**src/bect_pkg.sv**
```systemverilog
// Package with shared types, character codes and result codes of the token checker.
`timescale 1ns / 1ps
package bect_pkg;

  // Deepest bracket nesting that is accepted.
  localparam int MAX_DEPTH = 255;
  localparam int DEPTH_W = $clog2(MAX_DEPTH + 1);

  // Result queue depth and the widths that follow from it.
  localparam int FIFO_DEPTH = 4;
  localparam int PTR_W = $clog2(FIFO_DEPTH);
  localparam int CNT_W = $clog2(FIFO_DEPTH + 1);

  localparam logic REQ_CHAR = 1'b0;
  localparam logic REQ_END  = 1'b1;

  localparam logic [1:0] KIND_CHAR   = 2'd0;
  localparam logic [1:0] KIND_ACCEPT = 2'd1;
  localparam logic [1:0] KIND_ERROR  = 2'd2;

  localparam logic [2:0] ERR_NONE     = 3'd0;
  localparam logic [2:0] ERR_UNKNOWN  = 3'd1;
  localparam logic [2:0] ERR_OPERATOR = 3'd2;
  localparam logic [2:0] ERR_BRACKET  = 3'd3;
  localparam logic [2:0] ERR_FLOATING = 3'd4;
  localparam logic [2:0] ERR_DEEP     = 3'd5;

  localparam logic [7:0] CH_STAR  = 8'h2A;
  localparam logic [7:0] CH_PLUS  = 8'h2B;
  localparam logic [7:0] CH_XOR   = 8'h5E;
  localparam logic [7:0] CH_QUOTE = 8'h27;
  localparam logic [7:0] CH_NOT   = 8'h21;
  localparam logic [7:0] CH_OPEN  = 8'h28;
  localparam logic [7:0] CH_CLOSE = 8'h29;
  localparam logic [7:0] CH_SPACE = 8'h20;
  localparam logic [7:0] CH_ZERO  = 8'h30;
  localparam logic [7:0] CH_ONE   = 8'h31;
  localparam logic [7:0] CH_LA    = 8'h61;
  localparam logic [7:0] CH_LZ    = 8'h7A;
  localparam logic [7:0] CH_UA    = 8'h41;
  localparam logic [7:0] CH_UZ    = 8'h5A;

  typedef struct packed {
    logic [1:0] kind;
    logic [7:0] ch;
    logic [2:0] code;
    logic       last;
  } result_t;

  // Results produced by one request and how many of them are valid.
  typedef struct packed {
    logic [1:0] num;
    result_t    first;
    result_t    second;
  } result_pair_t;

  function automatic logic is_operand(input logic [7:0] c);
    is_operand = (c == CH_ZERO) || (c == CH_ONE) ||
                 (c >= CH_LA && c <= CH_LZ) || (c >= CH_UA && c <= CH_UZ);
  endfunction

endpackage

```
**src/bect_core.sv**
```systemverilog
// Checker state and the per-request classification that yields up to two results.
`timescale 1ns / 1ps
module bect_core import bect_pkg::*; (
  input  logic         clk,
  input  logic         rst_n,
  input  logic         req_acc,
  input  logic         req_type,
  input  logic [7:0]   req_char,
  output result_pair_t res
);

  logic               expect_r, expect_nxt;
  logic [DEPTH_W-1:0] depth_r, depth_nxt;
  logic [2:0]         err_r, err_nxt;

  always_comb begin
    logic [2:0] err;
    err        = ERR_NONE;
    expect_nxt = expect_r;
    depth_nxt  = depth_r;
    err_nxt    = err_r;
    res        = '0;

    if (req_type == REQ_END) begin
      if (err_r != ERR_NONE) begin
        err = err_r;
      end else if (!expect_r) begin
        err = ERR_FLOATING;
      end else if (depth_r != '0) begin
        err = ERR_BRACKET;
      end
      res.num         = 2'd1;
      res.first.kind  = (err != ERR_NONE) ? KIND_ERROR : KIND_ACCEPT;
      res.first.code  = err;
      res.first.last  = 1'b1;
      expect_nxt      = 1'b0;
      depth_nxt       = '0;
      err_nxt         = ERR_NONE;
    end else if (err_r == ERR_NONE && req_char != CH_SPACE) begin
      if (is_operand(req_char) || req_char == CH_OPEN || req_char == CH_NOT) begin
        if (req_char == CH_OPEN && depth_r >= DEPTH_W'(MAX_DEPTH)) begin
          err = ERR_DEEP;
        end else begin
          expect_nxt = is_operand(req_char);
          if (req_char == CH_OPEN) begin
            depth_nxt = depth_r + 1'b1;
          end
          // An implicit AND goes out ahead of the operand, '(' or '!'.
          if (expect_r) begin
            res.num         = 2'd2;
            res.first.kind  = KIND_CHAR;
            res.first.ch    = CH_STAR;
            res.second.kind = KIND_CHAR;
            res.second.ch   = req_char;
            res.second.last = 1'b1;
          end else begin
            res.num         = 2'd1;
            res.first.kind  = KIND_CHAR;
            res.first.ch    = req_char;
            res.first.last  = 1'b1;
          end
        end
      end else if (expect_r) begin
        if (req_char == CH_CLOSE) begin
          if (depth_r == '0) begin
            err = ERR_BRACKET;
          end else begin
            depth_nxt = depth_r - 1'b1;
          end
        end else if (req_char == CH_STAR || req_char == CH_PLUS || req_char == CH_XOR) begin
          expect_nxt = 1'b0;
        end else if (req_char != CH_QUOTE) begin
          err = ERR_UNKNOWN;
        end
        if (err == ERR_NONE) begin
          res.num        = 2'd1;
          res.first.kind = KIND_CHAR;
          res.first.ch   = req_char;
          res.first.last = 1'b1;
        end
      end else begin
        err = ERR_OPERATOR;
      end

      // A failing character leaves the rest of the state alone.
      if (err != ERR_NONE) begin
        expect_nxt     = expect_r;
        depth_nxt      = depth_r;
        err_nxt        = err;
        res.num        = 2'd1;
        res.first      = '0;
        res.first.kind = KIND_ERROR;
        res.first.code = err;
        res.first.last = 1'b1;
      end
    end
  end

  always_ff @(posedge clk) begin
    if (!rst_n) begin
      expect_r <= 1'b0;
      depth_r  <= '0;
      err_r    <= ERR_NONE;
    end else if (req_acc) begin
      expect_r <= expect_nxt;
      depth_r  <= depth_nxt;
      err_r    <= err_nxt;
    end
  end

  a_end_clears: assert property (@(posedge clk) disable iff (!rst_n)
    req_acc && req_type == REQ_END |=> !expect_r && depth_r == '0 && err_r == ERR_NONE)
    else $error("state not cleared after end request");

  a_depth_bound: assert property (@(posedge clk) disable iff (!rst_n)
    depth_r <= DEPTH_W'(MAX_DEPTH))
    else $error("bracket depth beyond bound");

  a_err_held: assert property (@(posedge clk) disable iff (!rst_n)
    err_r != ERR_NONE && !(req_acc && req_type == REQ_END) |=> err_r == $past(err_r))
    else $error("latched error changed before end request");

endmodule

```
**src/bect_res_fifo.sv**
```systemverilog
// Small result queue that takes up to two results per cycle and hands out one.
`timescale 1ns / 1ps
module bect_res_fifo import bect_pkg::*; (
  input  logic         clk,
  input  logic         rst_n,
  input  result_pair_t push,
  output logic         full2,
  output logic         pop_valid,
  input  logic         pop,
  output result_t      head
);

  result_t          mem [FIFO_DEPTH];
  logic [PTR_W-1:0] wr_ptr_r, wr_ptr_nxt, rd_ptr_r, rd_ptr_nxt;
  logic [CNT_W-1:0] count_r, count_nxt;
  logic [PTR_W-1:0] wr_ptr_1;

  // Room for two results is needed before a request is taken.
  assign full2     = count_r > CNT_W'(FIFO_DEPTH - 2);
  assign pop_valid = count_r != '0;
  assign head      = mem[rd_ptr_r];
  assign wr_ptr_1  = wr_ptr_r + 1'b1;

  always_comb begin
    wr_ptr_nxt = wr_ptr_r + PTR_W'(push.num);
    rd_ptr_nxt = rd_ptr_r + PTR_W'(pop);
    count_nxt  = count_r + CNT_W'(push.num) - CNT_W'(pop);
  end

  always_ff @(posedge clk) begin
    if (push.num != 2'd0) begin
      mem[wr_ptr_r] <= push.first;
    end
    if (push.num == 2'd2) begin
      mem[wr_ptr_1] <= push.second;
    end
  end

  always_ff @(posedge clk) begin
    if (!rst_n) begin
      wr_ptr_r <= '0;
      rd_ptr_r <= '0;
      count_r  <= '0;
    end else begin
      wr_ptr_r <= wr_ptr_nxt;
      rd_ptr_r <= rd_ptr_nxt;
      count_r  <= count_nxt;
    end
  end

  a_no_overflow: assert property (@(posedge clk) disable iff (!rst_n)
    push.num != 2'd0 |-> (count_r - CNT_W'(pop)) <= CNT_W'(FIFO_DEPTH) - CNT_W'(push.num))
    else $error("result queue overflow");

  a_no_underflow: assert property (@(posedge clk) disable iff (!rst_n)
    pop |-> count_r != '0)
    else $error("result queue underflow");

endmodule

```
**src/bool_expr_token_checker_unit.sv**
```systemverilog
// Top level of the Boolean expression token checker.
// Takes one expression character per request and streams out the normalized
// characters, with spaces dropped and '*' inserted for implicit AND; an end
// request gives the verdict (accepted or an error code) and clears the state.
// The first error is latched and reported, then again as the end verdict; later
// characters of that expression give no result until the end request. A request
// is taken in the cycle it arrives unless stalled; its results are registered in
// the result queue. Requests that give one result are taken every cycle while
// the output is not stalled; a request that inserts '*' gives two results, and
// as the port hands out one per cycle, dense runs stall. A four-entry result
// queue sets this: a request is stalled while fewer than two entries are free.
`timescale 1ns / 1ps
module bool_expr_token_checker_unit import bect_pkg::*; (
  input  logic       clk,
  input  logic       rst_n,
  input  logic       in_valid,
  output logic       in_stall,
  input  logic       in_req_type,
  input  logic [7:0] in_char,
  output logic       out_valid,
  input  logic       out_stall,
  output logic [1:0] out_kind,
  output logic [7:0] out_char,
  output logic [2:0] out_err_code,
  output logic       out_last
);

  logic         in_acc;
  logic         full2;
  result_pair_t res;
  result_pair_t push;
  result_t      head;

  assign in_stall = full2;
  assign in_acc   = in_valid && !full2;

  bect_core u_core (
    .clk      (clk),
    .rst_n    (rst_n),
    .req_acc  (in_acc),
    .req_type (in_req_type),
    .req_char (in_char),
    .res      (res)
  );

  always_comb begin
    push = res;
    if (!in_acc) begin
      push.num = 2'd0;
    end
  end

  bect_res_fifo u_fifo (
    .clk       (clk),
    .rst_n     (rst_n),
    .push      (push),
    .full2     (full2),
    .pop_valid (out_valid),
    .pop       (out_valid && !out_stall),
    .head      (head)
  );

  assign out_kind     = head.kind;
  assign out_char     = head.ch;
  assign out_err_code = head.code;
  assign out_last     = head.last;

endmodule
```
**config.mk**
```make
export PLATFORM = sky130hd
export DESIGN_NAME = bool_expr_token_checker_unit
export DESIGN_NICKNAME = d
export VERILOG_FILES = /design/src/bect_pkg.sv /design/src/bect_core.sv /design/src/bect_res_fifo.sv /design/src/bool_expr_token_checker_unit.sv
export SDC_FILE = /design/constraint.sdc
export NUM_CORES = 1
export LEC_CHECK = 0
export ABC_AREA = 1
export BUFFER_PORTS_ARGS = -buffer_cell sky130_fd_sc_hd__buf_4
export CORE_MARGIN = 2
export CORE_UTILIZATION = 49
export CTS_CLUSTER_DIAMETER = 80
export DETAILED_ROUTE_END_ITERATION = 7
export PLACE_DENSITY = 0.63
export SLEW_MARGIN = 5
export SYNTH_ARGS = -nofsm -noshare
export SYNTH_HDL_FRONTEND = slang
export SYNTH_SLANG_ARGS = --single-unit
```
**constraint.sdc**
```tcl
create_clock -name clk -period 6.9 [get_ports clk]
set_input_delay 0 -clock clk [delete_from_list [all_inputs] [get_ports clk]]
set_output_delay 0 -clock clk [all_outputs]
set_load 0.02 [all_outputs]
```
==> results_dict.tcl <==
set metrics [dict create \
    fmax_mhz 347.8 \
    synth_top_area_share_pct 23.87 \
    rsz0062_at_grt "no" \
    place_area_sq_um 4805 \
    post_cts_resized 0 \
    wirelength_met1_mm 5.231 \
    crit_chain "inv_1, a21oi_1, nor2_1, inv_1, nand3_2, o21ai_2, nor3_1, ha_1, fa_1, xor2_1, o21ai_0, a21oi_1" \
    drive_gt1_share_pct 13.23 \
    die_area_sq_um 10030 \
    synth_area_sq_um 4529 \
    critPathRequiredTime_ns 7.15 \
    multi_input_area_sq_um 2312 \
    io-pin-count 29 \
    grt_pass1_vias 4033 \
    synth-edff-count 36 \
    clkSinkCount 75 \
    initial_core_util_pct 49.73 \
    p_leak_uw 0.002205 \
    die_w_microns 100.1 \
    cp-start-kind "flip-flop" \
    min_path_type "input port to flip-flop" \
    post-route-period-util_pct 41.67 \
    avgSynthCellArea_sq_um 7.294 \
    clk_latency_ns 0.37 \
    core_area_sq_um 9109 \
    async_flop_share_pct 0 \
    met3WireLength_microns 426 \
    slew_headroom_pct 49.03 \
    status "complete, no violations" \
    grt_max_degree 31 \
    ant_nets 0 \
    synth_area_leaders "edfxtp_1 24%, dfxtp_1 17%, nand2_1 11%, nor2_1 8.4%, o21ai_0 5.3%" \
    yosysWarnings 0 \
    rows 35 \
    netlist_top_cells_count "138 x nand2_1, 101 x nor2_1, 58 x inv_1" \
    grt_pass1_wl_mm 19.62 \
    track_usage_pct 24.81 \
    synth.distinct_cells 37 \
    critPathKind "flip-flop to flip-flop" \
    power.density_nw_per_um2 329.4 \
    antenna_found_initial 0 \
    ir_drop_mv 0.1414 \
    drt_iter0_markers 190 \
    cts_max_level 3 \
    synth_ff_type "dfxtp_1" \
    critPathBufInv 2 \
    synth_largest_area_cell "edfxtp_1" \
    routed_wl_mm 11.48 \
    final-seq-area_sq_um 1862 \
    cpMaxStageDelayCell "dfxtp_1" \
    post_drt_via_cell_ratio 5.321 \
    firstDrtPassIters 4 \
    final-setup-viol-count 0 \
    n_fill_cell 928 \
    hpwlAfterDp_mm 8.668 \
    clockBufferDepth 2 \
    gp_congestion 0.8749 \
    num_vias 4049 \
    root_buffer "clkbuf_8" \
    path_max_fanout 12 \
    yosysSeqAreaShare_pct 41.10 \
    slew_violations 0 \
    route.met2.wl_mm 5.549 \
    cp.arrival_ns 3.13 \
    setup_tns_ns 0 \
    synth.most_common_cell "nand2_1" \
    max_stage_delay_ns 0.55 \
    clk_pin_slew_ns 0.09 \
    drc 0 \
    diodes 0 \
    overflow 0 \
    endpoint_kind "flip-flop" \
    cts_tree "yes" \
    ys_seq_elements 75 \
    period_minus_slack_ns 2.875 \
    port_buffers 28 \
    wl_per_cell_microns 15.08 \
    fin_area_sq_um 4990 \
    fp.dieH_microns 100.1 \
    area_delta_synth_final_pct 10.17 \
    final_hold_viol_count 0 \
    finClkSkew_ns 0.01556 \
    max_cap_viol_count 0 \
    tightest_slew_ns 0.7638 \
    netlist_instances 621 \
    top_layer "met4" \
    numCtsBuffers 9 \
    critical_path.top_delay_family "compound AO/OA/AOI/OAI gates" \
    fin_nets 671 \
]
## metal layers
metal | global-route usage, % | up-vias
met1 | 31.27 | 1839
met2 | 42.39 | 88
li1 | - | 2099
met4 | 8.641 | 0
met5 | 0 | -
met3 | 5.014 | 23
## per-stage QoR
stage	std cells	hold slack, ns	power (uW)	setup WS, ns	util [%]
floorplan	624	0.1213	1119	4.537	-
global placement	744	0.3192	1328	4.023	52.75
detailed placement	744	0.3299	1337	3.991	52.75
CTS	761	0.02460	1650	4.039	54.78
global route	761	0.07221	1766	3.810	54.78
finish	761	0.03019	1644	4.025	54.78
## final timing paths
check                                 startpoint                end  slack (ns)  cells past startpoint
worst min register to register  u_fifo.mem[3][2]   u_fifo.mem[3][2]        0.47                      2
worst max-delay path             u_core.expect_r  u_fifo.count_r[2]        4.02                     12
worst max register to register   u_core.expect_r  u_fifo.count_r[2]        4.02                     12
worst min-delay path                  in_char[3]   u_fifo.mem[1][7]        0.03                      3
## power by group
group	switching [uW]	internal, uW	leakage, uW
sequential	62.2	567	0.000676
combinational	452	249	0.00144
clock	173	140	0.0000910
total	688	956	0.00221
## cell type report
type | instances | area share [%]
flip-flops and latches | 75 | 37.31
repair buffers | 30 | 4.564
clock inverters | 6 | 0.7523
well taps | 111 | 2.783
multi-input cells | 458 | 46.34
clock buffers | 10 | 2.758
inverters | 71 | 5.491
## tightest hold or removal path, delay by kind of cell
kind / cells / cell delay (ns)
buffers and inverters: 1 / 0.12
AO/OA/AOI/OAI: 1 / 0.06
AND/OR/NAND/NOR: 1 / 0.10
## layout by cell type (no fill, tap or decap), types with 4 or more instances in the layout
| cell | netlist | routed |
|---|---|---|
| ha_1 | 11 | 11 |
| inv_4 | 3 | 5 |
| inv_1 | 58 | 58 |
| nor2_2 | 5 | 5 |
| nand3_2 | 5 | 5 |
| clkbuf_8 | 0 | 10 |
| buf_4 | 0 | 29 |
| o21ai_0 | 48 | 48 |
| dfxtp_1 | 39 | 39 |
| nor3_1 | 4 | 4 |
| nand4_1 | 15 | 15 |
| o21ai_1 | 8 | 8 |
| nor2_1 | 101 | 101 |
| nand3_1 | 37 | 37 |
| nand2_1 | 138 | 138 |
| o22ai_1 | 23 | 23 |
| nand2_4 | 4 | 4 |
| conb_1 | 1 | 4 |
| inv_2 | 9 | 9 |
| a21oi_1 | 25 | 25 |
| edfxtp_1 | 36 | 36 |
| nand2_2 | 8 | 8 |
## flip-flops by register name, summed over array words and instances (netlist names)
name and cells:
u_fifo.rd_ptr_r 2, u_core.depth_r 8, u_fifo.mem 56, u_fifo.count_r 3, u_core.err_r 3, u_fifo.wr_ptr_r 2
u_core.expect_r 1
## cells by family (layout without fill, tap and decap cells)
group                    Yosys count  after routing  share of synthesized area (%)
AO/OA/AOI/OAI                    111            111                          13.54
XOR/XNOR                           5              5                         0.9670
adder cells (fa/ha/maj)           13             13                          3.923
buffers and inverters             91            117                          8.094
flip-flops                        75             75                          41.11
other                              1              4                        0.08279
AND/OR/NAND/NOR                  325            325                          32.29
## what timing repair did
item	in CTS	in global routing
hold buffers	1	0
endpoints found under the hold margin	15	0
buffers inserted	0	0
Note: power is estimated with default switching activity, not from simulation.
